--- config.mk ---
export PLATFORM = sky130hd
export DESIGN_NAME = i2c_gpio_expander_registers
export DESIGN_NICKNAME = d
export VERILOG_FILES = /design/src/gxr_pkg.sv /design/src/i2c_gpio_expander_registers.sv /design/src/gxr_regfile.sv
export SDC_FILE = /design/constraint.sdc
export NUM_CORES = 1
export LEC_CHECK = 0
export BUFFER_PORTS_ARGS = -buffer_cell sky130_fd_sc_hd__clkbuf_2
export CAP_MARGIN = 40
export CELL_PAD_IN_SITES_DETAIL_PLACEMENT = 1
export CELL_PAD_IN_SITES_GLOBAL_PLACEMENT = 1
export CORE_UTILIZATION = 43
export CTS_BUF_LIST = sky130_fd_sc_hd__clkbuf_2
export DETAILED_ROUTE_END_ITERATION = 10
export PLACE_DENSITY = 0.76
export SLEW_MARGIN = 10
export SYNTH_ARGS = -nofsm -noshare
export SYNTH_HDL_FRONTEND = slang
export SYNTH_HIERARCHICAL = 1
export SYNTH_SLANG_ARGS = --single-unit
--- constraint.sdc ---
create_clock -name i_clk -period 4.7 [get_ports i_clk]
set_input_delay 0.94 -clock i_clk [delete_from_list [all_inputs] [get_ports i_clk]]
set_output_delay 0.94 -clock i_clk [all_outputs]
set_load 0.005 [all_outputs]
--- src/gxr_pkg.sv ---
`default_nettype none

package gxr_pkg;

    localparam int unsigned IN_DATA_W  = 24;
    localparam int unsigned IN_USER_W  = 2;
    localparam int unsigned OUT_DATA_W = 48;

    localparam logic [1:0] KIND_WADDR = 2'd0;
    localparam logic [1:0] KIND_WDATA = 2'd1;
    localparam logic [1:0] KIND_READ  = 2'd2;

    localparam logic [7:0] ADDR_IODIRA = 8'h00;
    localparam logic [7:0] ADDR_IODIRB = 8'h01;
    localparam logic [7:0] ADDR_GPPUA  = 8'h0c;
    localparam logic [7:0] ADDR_GPPUB  = 8'h0d;
    localparam logic [7:0] ADDR_GPIOA  = 8'h12;
    localparam logic [7:0] ADDR_GPIOB  = 8'h13;
    localparam logic [7:0] ADDR_OLATA  = 8'h14;
    localparam logic [7:0] ADDR_OLATB  = 8'h15;

    localparam logic [5:0] MASK_C     = 6'b111100;
    localparam logic [5:0] FIXED_IN_C = 6'b000011;
    localparam logic [7:0] IODIR_RST  = 8'hff;

    typedef struct packed {
        logic [5:0] pullup_c;
        logic [5:0] latch_c;
        logic [5:0] dir_c;
        logic [5:0] pullup_a;
        logic [5:0] latch_a;
        logic [5:0] dir_a;
    } t_ports;

endpackage

`default_nettype wire

--- src/i2c_gpio_expander_registers.sv ---
// Path: an accepted word goes into the input register, is loaded into the
// result register when it advances, and leaves from there.
// Throughput: one word per cycle when not stalled; the register decode
// and pointer update sit in one combinational pass between the two registers.
// Reset: synchronous, active low; pointer 0, IODIR registers 0xff, all other
// register file state and the valid flags 0; data registers are not reset.
`default_nettype none

module i2c_gpio_expander_registers (
    input  wire logic                             i_clk,
    input  wire logic                             i_rst_n,
    input  wire logic                             i_s_axis_tvalid,
    output logic                                  o_s_axis_tready,
    // data_byte[7:0], pins_a[13:8], pins_c[19:14], zero pad
    input  wire logic [gxr_pkg::IN_DATA_W-1:0]    i_s_axis_tdata,
    // kind[1:0]
    input  wire logic [gxr_pkg::IN_USER_W-1:0]    i_s_axis_tuser,
    output logic                                  o_m_axis_tvalid,
    input  wire logic                             i_m_axis_tready,
    // read_data[7:0], dir_a[13:8], latch_a[19:14], pullup_a[25:20],
    // dir_c[31:26], latch_c[37:32], pullup_c[43:38], zero pad
    output logic [gxr_pkg::OUT_DATA_W-1:0]        o_m_axis_tdata
);

    logic                          r_in_valid;
    logic [gxr_pkg::IN_DATA_W-1:0] r_in_data;
    logic [gxr_pkg::IN_USER_W-1:0] r_in_user;
    logic                          r_out_valid;
    logic [7:0]                    r_out_rd;
    gxr_pkg::t_ports               r_out_ports;
    logic                          advance;
    logic [7:0]                    rd;
    gxr_pkg::t_ports               ports;

    assign advance         = r_in_valid && (!r_out_valid || i_m_axis_tready);
    assign o_s_axis_tready = !r_in_valid || advance;

    gxr_regfile u_regfile (
        .i_clk       (i_clk),
        .i_rst_n     (i_rst_n),
        .i_en        (advance),
        .i_kind      (r_in_user),
        .i_data_byte (r_in_data[7:0]),
        .i_pins_a    (r_in_data[13:8]),
        .i_pins_c    (r_in_data[19:14]),
        .o_read_data (rd),
        .o_ports     (ports)
    );

    always_ff @(posedge i_clk) begin
        if (!i_rst_n) begin
            r_in_valid  <= 1'b0;
            r_out_valid <= 1'b0;
        end else begin
            if (o_s_axis_tready) begin
                r_in_valid <= i_s_axis_tvalid;
            end
            if (advance) begin
                r_out_valid <= 1'b1;
            end else if (i_m_axis_tready) begin
                r_out_valid <= 1'b0;
            end
        end
    end

    always_ff @(posedge i_clk) begin
        if (o_s_axis_tready && i_s_axis_tvalid) begin
            r_in_data <= i_s_axis_tdata;
            r_in_user <= i_s_axis_tuser;
        end
        if (advance) begin
            r_out_rd    <= rd;
            r_out_ports <= ports;
        end
    end

    assign o_m_axis_tvalid = r_out_valid;
    assign o_m_axis_tdata  = {4'h0, r_out_ports, r_out_rd};

endmodule

`default_nettype wire

--- src/gxr_regfile.sv ---
`default_nettype none

module gxr_regfile (
    input  wire logic           i_clk,
    input  wire logic           i_rst_n,
    input  wire logic           i_en,
    input  wire logic [1:0]     i_kind,
    input  wire logic [7:0]     i_data_byte,
    input  wire logic [5:0]     i_pins_a,
    input  wire logic [5:0]     i_pins_c,
    output logic [7:0]          o_read_data,
    output gxr_pkg::t_ports     o_ports
);

    logic [7:0] r_ptr,     n_ptr;
    logic       r_expect,  n_expect;
    logic [7:0] r_iodir_a, n_iodir_a;
    logic [7:0] r_olat_a,  n_olat_a;
    logic [7:0] r_gppu_a,  n_gppu_a;
    logic [7:0] r_iodir_b, n_iodir_b;
    logic [7:0] r_olat_b,  n_olat_b;
    logic [7:0] r_gppu_b,  n_gppu_b;
    logic [7:0] rd_sel;

    always_comb begin
        case (r_ptr)
            gxr_pkg::ADDR_IODIRA: rd_sel = r_iodir_a;
            gxr_pkg::ADDR_GPIOA:  rd_sel = {2'b00, i_pins_a};
            gxr_pkg::ADDR_OLATA:  rd_sel = r_olat_a;
            gxr_pkg::ADDR_GPPUA:  rd_sel = r_gppu_a;
            gxr_pkg::ADDR_IODIRB: rd_sel = r_iodir_b;
            gxr_pkg::ADDR_GPIOB:  rd_sel = {2'b00, i_pins_c & gxr_pkg::MASK_C};
            gxr_pkg::ADDR_OLATB:  rd_sel = r_olat_b;
            gxr_pkg::ADDR_GPPUB:  rd_sel = r_gppu_b;
            default:              rd_sel = 8'h00;
        endcase
    end

    always_comb begin
        n_ptr       = r_ptr;
        n_expect    = r_expect;
        n_iodir_a   = r_iodir_a;
        n_olat_a    = r_olat_a;
        n_gppu_a    = r_gppu_a;
        n_iodir_b   = r_iodir_b;
        n_olat_b    = r_olat_b;
        n_gppu_b    = r_gppu_b;
        o_read_data = 8'h00;
        case (i_kind)
            gxr_pkg::KIND_WADDR: begin
                n_expect = 1'b1;
            end
            gxr_pkg::KIND_WDATA: begin
                if (r_expect) begin
                    n_ptr    = i_data_byte;
                    n_expect = 1'b0;
                end else begin
                    n_ptr = r_ptr + 8'd1;
                    case (r_ptr)
                        gxr_pkg::ADDR_IODIRA: n_iodir_a = i_data_byte;
                        gxr_pkg::ADDR_GPIOA,
                        gxr_pkg::ADDR_OLATA:  n_olat_a  = i_data_byte;
                        gxr_pkg::ADDR_GPPUA:  n_gppu_a  = i_data_byte;
                        gxr_pkg::ADDR_IODIRB: n_iodir_b = i_data_byte;
                        gxr_pkg::ADDR_GPIOB,
                        gxr_pkg::ADDR_OLATB:  n_olat_b  = i_data_byte;
                        gxr_pkg::ADDR_GPPUB:  n_gppu_b  = i_data_byte;
                        default: ;
                    endcase
                end
            end
            gxr_pkg::KIND_READ: begin
                o_read_data = rd_sel;
                n_ptr       = r_ptr + 8'd1;
            end
            default: ;
        endcase
    end

    // port outputs show the state after this word
    always_comb begin
        o_ports.dir_a    = n_iodir_a[5:0];
        o_ports.latch_a  = n_olat_a[5:0];
        o_ports.pullup_a = n_gppu_a[5:0];
        o_ports.dir_c    = gxr_pkg::FIXED_IN_C | (n_iodir_b[5:0] & gxr_pkg::MASK_C);
        o_ports.latch_c  = n_olat_b[5:0] & gxr_pkg::MASK_C;
        o_ports.pullup_c = n_gppu_b[5:0] & gxr_pkg::MASK_C;
    end

    always_ff @(posedge i_clk) begin
        if (!i_rst_n) begin
            r_ptr     <= 8'h00;
            r_expect  <= 1'b0;
            r_iodir_a <= gxr_pkg::IODIR_RST;
            r_olat_a  <= 8'h00;
            r_gppu_a  <= 8'h00;
            r_iodir_b <= gxr_pkg::IODIR_RST;
            r_olat_b  <= 8'h00;
            r_gppu_b  <= 8'h00;
        end else if (i_en) begin
            r_ptr     <= n_ptr;
            r_expect  <= n_expect;
            r_iodir_a <= n_iodir_a;
            r_olat_a  <= n_olat_a;
            r_gppu_a  <= n_gppu_a;
            r_iodir_b <= n_iodir_b;
            r_olat_b  <= n_olat_b;
            r_gppu_b  <= n_gppu_b;
        end
    end

    a_waddr_arms: assert property (@(posedge i_clk) disable iff (!i_rst_n)
        (i_en && i_kind == gxr_pkg::KIND_WADDR) |=> r_expect)
        else $error("write address did not arm pointer load");

    a_ptr_load: assert property (@(posedge i_clk) disable iff (!i_rst_n)
        (i_en && i_kind == gxr_pkg::KIND_WDATA && r_expect)
        |=> (!r_expect && r_ptr == $past(i_data_byte)))
        else $error("pointer load failed");

    a_read_incr: assert property (@(posedge i_clk) disable iff (!i_rst_n)
        (i_en && i_kind == gxr_pkg::KIND_READ) |=> r_ptr == $past(r_ptr) + 8'd1)
        else $error("pointer did not advance on read");

    a_hold: assert property (@(posedge i_clk) disable iff (!i_rst_n)
        !i_en |=> ($stable(r_ptr) && $stable(r_expect)))
        else $error("state changed without a word");

endmodule

`default_nettype wire
== Word-level counts from Yosys, hierarchy flattened ==
Cells that the tools add are included.

* Register bits: 119
* Word-level logic and storage cells: 81
* Input bits: 30
* Memories: 0
* Bits in latches: 0
* Memory bits (read-only): 0
* Memory bits (writable): 0
* Output and inout bits: 50

* Add/subtract/negate cells: 1
* Eq/ne operators: 9
* Shifts and indexed selects: 0
* $mul: 0
* Reductions and logical operators: 21
* $lt $le $gt $ge: 0
* Div/mod/pow operators: 0
* Bitwise gates (word level): 1
* Mux-type cells: 24

{| class="wikitable"
|+ Operators with widths
! kind !! count
|-
| 6-bit 2-to-1 mux || 18
|-
| 8-bit one-hot mux with 8 select lines || 1
|-
| 8-bit by 5-bit equality test with 1-bit output, second input constant || 4
|-
| 4-bit AND reduction || 6
|-
| 8-bit by 4-bit equality test with 1-bit output, second input constant || 2
|-
| 8-bit one-hot mux with 2 select lines || 1
|-
| 8-bit by 1-bit adder with 8-bit output, second input constant || 1
|-
| 8-bit by 1-bit equality test with 1-bit output, second input constant || 1
|-
| 8-bit zero test || 1
|-
| 8-bit 2-to-1 mux || 1
|-
| 2-bit nonzero test || 3
|-
| 2-bit AND reduction || 2
|-
| 2-bit OR reduction || 2
|-
| 2-bit by 1-bit equality test with 1-bit output, second input constant || 1
|-
| 2-bit equality test, second input constant || 1
|-
| 1-bit logical AND || 2
|-
| 1-bit zero test || 2
|-
| 2-bit zero test || 1
|-
| 1-bit logical OR || 2
|-
| 1-bit 2-to-1 mux || 2
|-
| 1-bit one-hot mux with 2 select lines || 1
|-
| 1-bit inverter || 1
|}

== Longest topological paths before layout ==
Gate-level depths: netlist of the first run.

* Depth after elaboration: 5
* Gate-level depth with buffers: 8
* Mapped depth without buffers: 6

== Cells and area by module ==
The synthesis of the first run kept the hierarchy.

{| class="wikitable"
|+ Modules (own cells, without submodules)
! module !! instances !! sequential area each (µm²) !! cells an instance !! area an instance (µm²)
|-
| gxr_regfile || 1 || 1141.1 || 406 || 3514.6
|-
| i2c_gpio_expander_registers || 1 || 2021.9 || 80 || 2119.5
|}

== Least setup slack after synthesis of the first run ==
OpenSTA, ideal clock, no wires.

* Kind: input port to flip-flop
* From: in i_m_axis_tready
* To: reg u_regfile.r_olat_b[6]
* Setup time: 0.128 ns
* Buffers on the path: 0
* Slack: 0.109 ns
* Data required time: 4.572 ns
* Stages on the path: 6
* Arrival time: 4.464 ns
* Cell sequence: nor2b_4 > nor2b_1 > nand3b_1 > nor4_4 > mux2i_1 > nor2_1

* Longest elaborated chain between the ends: 3

{| class="wikitable"
|+ RTL lines
! element !! RTL line !! source
|-
| start: declaration || i2c_gpio_expander_registers.sv:19 || <nowiki>input wire logic i_m_axis_tready,</nowiki>
|-
| 1-bit logical OR || i2c_gpio_expander_registers.sv:35 || <nowiki>assign advance = r_in_valid && (!r_out_valid || i_m_axis_tready);</nowiki>
|-
| 1-bit logical AND || i2c_gpio_expander_registers.sv:35 ||
|-
| via advance || i2c_gpio_expander_registers.sv:31 || <nowiki>logic advance;</nowiki>
|-
| 4-bit AND reduction (no line) || n/a ||
|-
| end signal: assignment || gxr_regfile.sv:107 || <nowiki>r_olat_b <= n_olat_b;</nowiki>
|-
| end: declaration || gxr_regfile.sv:21 || <nowiki>logic [7:0] r_olat_b, n_olat_b;</nowiki>
|}

The timed path passes the listed nets, and every way through them passes these cells.
A chain may end at the register's enable or synchronous reset.

== Final worst setup path of the first run ==
* From: reg u_regfile.r_ptr[0]
* To: reg r_out_rd[3], data pin

* Longest elaborated chain between the ends: 2
* Elaborated cells on any way between the ends: 9
* Those cells by class: eq/ne (7); mux (1); reduce/logical (1)

{| class="wikitable"
|+ RTL lines
! element !! RTL line !! source
|-
| start: declaration || gxr_regfile.sv:15 || <nowiki>logic [7:0] r_ptr, n_ptr;</nowiki>
|-
| start signal: assignment || gxr_regfile.sv:101 || <nowiki>r_ptr <= n_ptr;</nowiki>
|-
| 8-bit by 4-bit equality test with 1-bit output, or another cell as far along || gxr_regfile.sv:26 || <nowiki>case (r_ptr)</nowiki>
|-
| 8-bit one-hot mux with 8 select lines * || gxr_regfile.sv:26 ||
|-
| end signal: assignment || i2c_gpio_expander_registers.sv:72 || <nowiki>r_out_rd <= rd;</nowiki>
|-
| end: declaration || i2c_gpio_expander_registers.sv:29 || <nowiki>logic [7:0] r_out_rd;</nowiki>
|}

Every way passes the cells marked *; elsewhere a longest branch is shown, timed or not.

==> impl_metrics.yaml, run 1 <==
outcome:
  status: "finished clean"
power_and_ir_drop:
  power_leakage_nw: 2.435
  ir_drop_uv: 145.1
  pwr_density_cell_mw_per_mm2: 307.8
clocking:
  clock_latency_ns: 0.69
  cts_tree: "built"
  clock-root-buffer: "clkbuf_2"
  cts.sinks: 123
  cts_max_level: 4
  cts_post_setup_buffers_inserted: 0
  cts_resized: 0
  cts_hold_buffers: 0
  clock_path_buffers: 2
  cts_buffers: 17
  path_clk_slew_ns: 0.17
worst_hold_path:
  min_path_type: "input port to flop"
  holdPathStages: 1
  worst_hold_startpoint: "i_s_axis_tdata[0]"
  hold-path-endpoint: "r_in_data[0]"
floorplanning:
  die_h_um: 115.9
  initial_core_util_pct: 44.17
  io_pins: 80
  die_width_um: 115.9
  dieArea_mm2: 0.01342
  core-area_mm2: 0.01262
  row_count: 41
flow_run:
  maxCapViolations: 0
critical_path:
  reg2reg_slack_ns: 1.82
  r2r-end: "r_out_rd[3]"
  cp.arrival_ns: 3.40
  timing.rr.start: "u_regfile/r_ptr[0]"
  crit_path_max_fanout: 19
  ff2ff_path_depth: 6
  critical_path_class: "flop to flop"
  critPathLaunchType: "flop"
  endpoint_kind: "flop"
  required_ns: 5.22
drt:
  initialDrtViolationCount: 195
  wl_per_cell_um: 18.89
  remaining_drc_errors: 0
  num_vias: 4003
  wl_um: 13770
  antenna_left: 0
  vias_per_cell: 5.491
  drt-pass1-iter-count: 4
timing:
  min_period_ns: 2.883
  rsz0062_at_grt: "false"
  finalClockSkew_ns: 0.03381
  period_share_pct: 61.34
  finalHoldWorstSlack_ns: 0.4167
  fmaxAchievable_mhz: 346.8
  tns_ns: 0
  slew_violations: 0
  worstMarginPinSlew_ns: 0.9571
  relSlewSlack_pct: 34.54
  finalHoldViolCount: 0
  setup_viol: 0
placed_design:
  numPortBuffers: 69
  place_hpwl_um: 9310
  gp_congestion: 0.8449
final_layout:
  final_common_cell: "clkbuf_2"
  diodes: 0
  syn_to_final_growth_pct: 11.61
  layout-drive-gt1-share_pct: 26.57
  nets: 581
  utilization_pct: 49.30
  mostFrequentLayoutCells: "clkbuf_2 (90), edfxtp_1 (64), dfxtp_1 (59)"
  fillers: 1421
global_route:
  grt.overflow.total: 0
  grt_max_degree: 50
  antenna_found_initial: 0
  grt_pass1_vias: 3988
  grt_pass1_wl_um: 21380
  grt_usage_pct: 22.05
synth:
  syn_area_per_cell_um2: 11.52
  ys_warn_count: 6
  syn_area_mm2: 0.005574
  syn_inst: 484
registers in the layout, summed over array words and instances (netlist names):
name	cells
o_m_axis_tdata	36
o_m_axis_tvalid	1
r_in_data	18
r_in_user	2
r_in_valid	1
r_out_rd	8
u_regfile/r_expect	1
u_regfile/r_gppu_a	8
u_regfile/r_gppu_b	8
u_regfile/r_iodir_a	8
u_regfile/r_iodir_b	8
u_regfile/r_olat_a	8
u_regfile/r_olat_b	8
u_regfile/r_ptr	8
per-stage QoR:
| step | total power [mW] | area (um2) | std cells | worst slack, ns |
|---|---|---|---|---|
| 2_1_floorplan | 1.308 | 5600 | 491 | 0.1086 |
| 3_3_place_gp | 1.366 | 5996 | 694 | 1.564 |
| 3_5_place_dp | 1.373 | 6007 | 695 | 1.423 |
| 4_1_cts | 1.934 | 6193 | 727 | 1.811 |
| 5_1_grt | 1.993 | 6221 | 729 | 1.633 |
| 6_report | 1.915 | 6221 | 729 | 1.817 |
critical path: stages, from the launching register on:
cell and delay (ns):
dfxtp_1 0.41, inv_1 0.10, ha_1 0.74, a221oi_1 0.27, a2111oi_0 0.80, a311oi_1 0.10, a211oi_1 0.28
per-layer routing:
layer	vias to the layer above	GRT usage, %	share of wire [%]	routed length [um]
met2	130	36.63	49	6800
li1	1897	-	-	-
met3	27	4.289	5.4	746
met4	0	11.28	2.7	367
met5	-	0	0	0
met1	1949	27.34	43	5854
power by group:
group,internal (mW),switching (mW)
clock network,0.189,0.374
registers,1.16,0.0289
logic,0.0624,0.0974
worst max path at each step:
| stage | slack (ns) | from | cells after the start | endpoint |
|---|---|---|---|---|
| final | 1.82 | u_regfile/r_ptr[0] | 6 | r_out_rd[3] |
| after global routing | 1.63 | u_regfile/r_ptr[0] | 6 | u_regfile/r_olat_a[2] |
| after floorplan | 0.11 | i_m_axis_tready | 6 | u_regfile/r_olat_b[6] |
| after global placement | 1.56 | i_m_axis_tready | 8 | u_regfile/r_olat_b[4] |
| after detailed placement | 1.42 | i_m_axis_tready | 8 | u_regfile/r_olat_b[3] |
| after CTS | 1.81 | u_regfile/r_ptr[0] | 6 | u_regfile/r_olat_a[2] |
area by class of cell:
| cell class | count | area, um2 | area share, % |
|---|---|---|---|
| Clock buffer | 21 | 105.1 | 1.689 |
| Clock inverter | 11 | 81.33 | 1.307 |
| Inverter | 12 | 45.04 | 0.7241 |
| Multi-Input combinational cell | 314 | 2257 | 36.28 |
| Sequential cell | 123 | 3103 | 49.88 |
| Tap cell | 172 | 215.2 | 3.459 |
| Timing Repair Buffer | 76 | 414.1 | 6.657 |
(Power assumes the default switching activity.)
==> run 2, diff against run 1 <==
ABC_AREA = 1   (was unset)
CORE_UTILIZATION = 45   (was 43)
PLACE_DENSITY = 0.79   (was 0.76)
clock period = 2.75 ns   (was 4.7 ns; I/O delays follow)
==> run 2 against run 1 <==
Net effect:
- via count grew 25%
- final area grew 8.2%
- first-iteration DRC count grew 56%
- global-route usage grew 4.0 points
- core utilization grew 3.8 points
- fmax grew 38%
- synthesized area grew 5.2%
- largest power group unchanged
==> impl_metrics.yaml, run 2 <==
global_route:
  grt_max_degree: 77
  grt_pass1_wl_um: 25860
  antenna_found_initial: 1
  grt_pass1_vias: 5067
  grt_usage_pct: 26.08
  grt.overflow.total: 0
critical_path:
  cp_cell_sequence: "inv_1 > ha_1 > nand2_1 > inv_2 > nand3_2 > nand2_1 > o21ai_1 > o21ai_1"
  cp.arrival_ns: 2.72
  slowest_stage: "edfxtp_1"
  required_ns: 3.38
  crit_path_max_fanout: 19
  endpoint_kind: "flop"
  cp_top_family: "simple AND/OR/NAND/NOR gates"
  crit_path_max_incr_delay_ns: 0.43
  path_depth: 8
  ff2ff_path_depth: 8
  path_buf_inv: 2
  critPathLaunchType: "flop"
  critical_path_class: "flop to flop"
synth:
  ys_warn_count: 6
  syn_area_per_cell_um2: 8.637
  syn_inst: 679
  syn_area_mm2: 0.005864
clocking:
  clock-root-buffer: "clkbuf_2"
  cts_max_level: 4
  clock_latency_ns: 0.69
  cts_post_setup_buffers_inserted: 0
  clock_path_buffers: 2
  cts_tree: "built"
  path_clk_slew_ns: 0.18
  cts_resized: 0
  cts.sinks: 123
  cts_buffers: 17
timing:
  worstMarginPinSlew_ns: 0.8809
  relSlewSlack_pct: 41.21
  finalHoldViolCount: 0
  fmaxAchievable_mhz: 478.4
  rsz0062_at_grt: "false"
  setup_viol: 0
  period_share_pct: 76.01
  slew_violations: 0
  tns_ns: 0
  finalClockSkew_ns: 0.02865
  min_period_ns: 2.090
floorplanning:
  io_pins: 80
  dieArea_mm2: 0.01349
  die_width_um: 116.2
  die_h_um: 116.2
  core-area_mm2: 0.01267
  initial_core_util_pct: 46.28
  row_count: 41
final_layout:
  mostFrequentLayoutCells: "nand2_1 (136), clkbuf_2 (90), nand3_1 (84)"
  utilization_pct: 53.13
  fin_area_mm2: 0.006731
  final_common_cell: "nand2_1"
  largest_reg_flops: 36
  layoutNonFillerInstCount: 952
  syn_to_final_growth_pct: 14.79
  layout-drive-gt1-share_pct: 19.00
  nets: 803
placed_design:
  dpl_cell_area_mm2: 0.006319
  place_hpwl_um: 10960
  gp_congestion: 0.8229
  placed_cells: 899
  numPortBuffers: 69
drt:
  wl_per_cell_um: 17.23
  antenna_left: 0
  vias_per_cell: 5.257
  num_vias: 5005
  remaining_drc_errors: 0
  initialDrtViolationCount: 304
  drt-pass1-iter-count: 4
  wl_um: 16400
worst_hold_path:
  holdPathStages: 3
  min_path_type: "input port to flop"
power_and_ir_drop:
  pwr_density_cell_mw_per_mm2: 515.4
  power_leakage_nw: 2.931
  ir_drop_uv: 381.1
outcome:
  status: "finished clean"
flow_run:
  maxCapViolations: 0
## run 2: routing by layer
metal	GRT usage (%)	up-vias	wire length [um]
li1	-	2415	-
met1	30.24	2467	6942
met2	47.14	108	8646
met3	5.345	15	539
met4	10.26	0	272
met5	0	-	0
## run 2: stage by stage
step	total power, mW	worst slack [ns]	hold slack (ns)
final	3.470	0.6596	0.1068
after global routing	3.606	0.4482	0.04315
after CTS	3.500	0.6405	0.03329
after detailed placement	2.413	0.6864	0.4502
after global placement	2.393	0.7649	0.4438
after floorplan	2.283	0.09634	0.4208
## run 2: worst paths after layout
path / from / to / slack, ns
worst max-delay path: r_in_user[1] / u_regfile/r_iodir_a[3] / 0.66
worst min-delay path: i_s_axis_tvalid / r_in_valid / 0.11
worst max register to register: r_in_user[1] / u_regfile/r_iodir_a[3] / 0.66
worst min register to register: u_regfile/r_iodir_b[6] / u_regfile/r_iodir_b[6] / 0.49
## run 2: what timing repair did
action,in CTS,in global routing
endpoints found under the setup margin,0,0
hold buffers,20,0
endpoints found under the hold margin,20,0
## run 2: final cells by class
class	count	area, um2
clock buffer	21	105.1
fill	1570	5939
tap	172	215.2
antenna	1	2.502
multi-input combinational	444	2271
clock inverter	11	105.1
timing repair buffer	97	618.1
inverter	83	311.5
sequential	123	3103
## run 2: power breakdown
part	leakage [nW]	switching [mW]	total, mW	internal (mW)
logic	1.70	0.240	0.362	0.122
registers	1.09	0.0417	2.04	2.00
clock network	0.144	0.649	1.07	0.416
## run 2: worst reg2reg max path, delay by kind of cell (launching register included)
kind	cells	cell delay, ns
compound gates	2	0.23
buf+inv	2	0.42
fa+ha+maj	1	0.17
flops	1	0.43
simple gates	3	0.80
==> run 3, diff against run 2 <==
clock period = 2.06 ns   (was 2.75 ns; I/O delays follow)
==> run 3 against run 2 <==
Net effect:
- register-to-register slack lost 0.52 ns
- core utilization grew 0.98 points
- fmax grew 8.6%
- non-clock buffer count grew 17
- flip-flop and latch count is the same
- highest routed layer unchanged
- largest cell class unchanged
- final area grew 1.8%
- critical path depth is the same
==> impl_metrics.yaml, run 3 (synthesis results as in run 2) <==
drt:
  drt-pass1-iter-count: 5
  vias_per_cell: 5.233
  wl_per_cell_um: 16.62
  wl_um: 16040
  remaining_drc_errors: 0
  initialDrtViolationCount: 312
  antenna_left: 0
  num_vias: 5050
timing:
  rsz0062_at_grt: "false"
  finalHoldWorstSlack_ns: 0.05406
  setup_viol: 0
  relSlewSlack_pct: 45.91
  worstMarginPinSlew_ns: 0.8104
  finalWorstSetupSlack_ns: 0.1357
  slew_violations: 0
  finalHoldViolCount: 0
  period_share_pct: 93.41
  min_period_ns: 1.924
  fmaxAchievable_mhz: 519.7
  finalClockSkew_ns: 0.04502
global_route:
  antenna_found_initial: 0
  grt_pass1_wl_um: 25670
  grt_usage_pct: 25.71
  met1_usage_pct: 30.01
  grt_use_met2_pct: 46.27
  grt_pass1_vias: 5142
  grt_max_degree: 44
  top_usage_layer: "met2"
  use_met3_pct: 5.293
  grt.overflow.total: 0
critical_path:
  crit_path_max_incr_delay_ns: 0.42
  reg2reg_slack_ns: 0.14
  timing.rr.start: "r_in_user[0]"
  r2r-end: "u_regfile/r_gppu_a[4]"
  endpoint_kind: "flop"
  crit_path_max_fanout: 14
  path_depth: 8
  slowest_stage: "edfxtp_1"
  cp_top_family: "simple AND/OR/NAND/NOR gates"
  critPathLaunchType: "flop"
  cp.arrival_ns: 2.46
  required_ns: 2.60
  ff2ff_path_depth: 8
  path_buf_inv: 2
  critical_path_class: "flop to flop"
  cp_cell_sequence: "ha_1 > nand2_1 > clkinv_2 > nand3_4 > nor2_4 > buf_4 > o21ai_1 > nor2_1"
clocking:
  cts_tree: "built"
  cts_buffers: 17
  cts.sinks: 123
  clock-root-buffer: "clkbuf_2"
  clock_latency_ns: 0.70
  cts_max_level: 4
  path_clk_slew_ns: 0.20
  clock_path_buffers: 2
final_layout:
  nets: 820
  fillers: 1582
  multiInputGateArea_mm2: 0.002296
  regArea_mm2: 0.003103
  syn_to_final_growth_pct: 16.90
  final_common_cell: "nand2_1"
  layoutNonFillerInstCount: 965
  layout-drive-gt1-share_pct: 20.68
  largest_reg_flops: 36
  diodes: 0
  mostFrequentLayoutCells: "nand2_1 (135), clkbuf_2 (88), nand3_1 (84)"
  utilization_pct: 54.10
floorplanning:
  die_width_um: 116.2
  initial_core_util_pct: 46.28
  core-area_mm2: 0.01267
  die_h_um: 116.2
  row_count: 41
  io_pins: 80
  dieArea_mm2: 0.01349
worst_hold_path:
  holdPathStages: 4
  hold-path-endpoint: "o_m_axis_tvalid"
  min_path_type: "input port to flop"
  worst_hold_startpoint: "i_m_axis_tready"
outcome:
  status: "finished clean"
placed_design:
  place_hpwl_um: 11350
  numPortBuffers: 69
  placed_cells: 910
  gp_congestion: 0.7957
  pre_cts_ws_ns: 0.08018
power_and_ir_drop:
  power_mw: 4.517
  ir_drop_uv: 418.6
  pwr_density_cell_mw_per_mm2: 658.9
  power_leakage_nw: 3.006
flow_run:
  maxCapViolations: 0
run 3: timing repair:
item,4_1_cts,5_1_grt
hold buffers,21,0
setup buffers,0,5
gates resized for setup,0,4
endpoints found under the hold margin,21,0
setup endpoints to repair,0,24
run 3: metal layers:
layer	vias up	part of all wire [%]
li1	2439	-
met1	2439	42
met2	147	51
met3	25	4.1
met5	-	0
met4	0	2.7
run 3: worst reg2reg max path: stages (launching register included):
cell and delay (ns):
edfxtp_1 0.42, ha_1 0.24, nand2_1 0.15, clkinv_2 0.28, nand3_4 0.29, nor2_4 0.08
buf_4 0.14, o21ai_1 0.14, nor2_1 0.07
run 3: cell type report:
cell class,instances,share of cell area [%]
flip-flops and latches,123,45.26
multi-input cells,444,33.49
repair buffers,114,10.91
inverters,83,4.636
well taps,172,3.139
clock buffers,19,1.387
clock inverters,10,1.168
run 3: worst max path at each step:
stage                     from                     end  slack [ns]
3_3_place_gp      r_in_user[1]      o_m_axis_tdata[13]        0.15
5_1_grt           r_in_user[1]   u_regfile/r_gppu_a[3]       0.002
2_1_floorplan  i_m_axis_tready      u_regfile/r_ptr[1]       -0.13
6_report          r_in_user[0]   u_regfile/r_gppu_a[4]        0.14
3_5_place_dp      r_in_user[1]  u_regfile/r_iodir_a[0]        0.08
4_1_cts           r_in_user[1]  u_regfile/r_iodir_a[0]        0.06
run 3: stage by stage:
step           setup TNS (ns)  cell area (um2)
5_1_grt                     0             6855
4_1_cts                     0             6799
6_report                    0             6855
3_5_place_dp                0             6414
3_3_place_gp                0             6414
2_1_floorplan          -2.729             5942
run 3: power breakdown:
group          internal, mW  switching, mW  total, mW
Clock                 0.407          0.883       1.29
Combinational         0.177          0.323      0.500
Sequential             2.67         0.0560       2.73
Total                  3.26           1.26       4.52
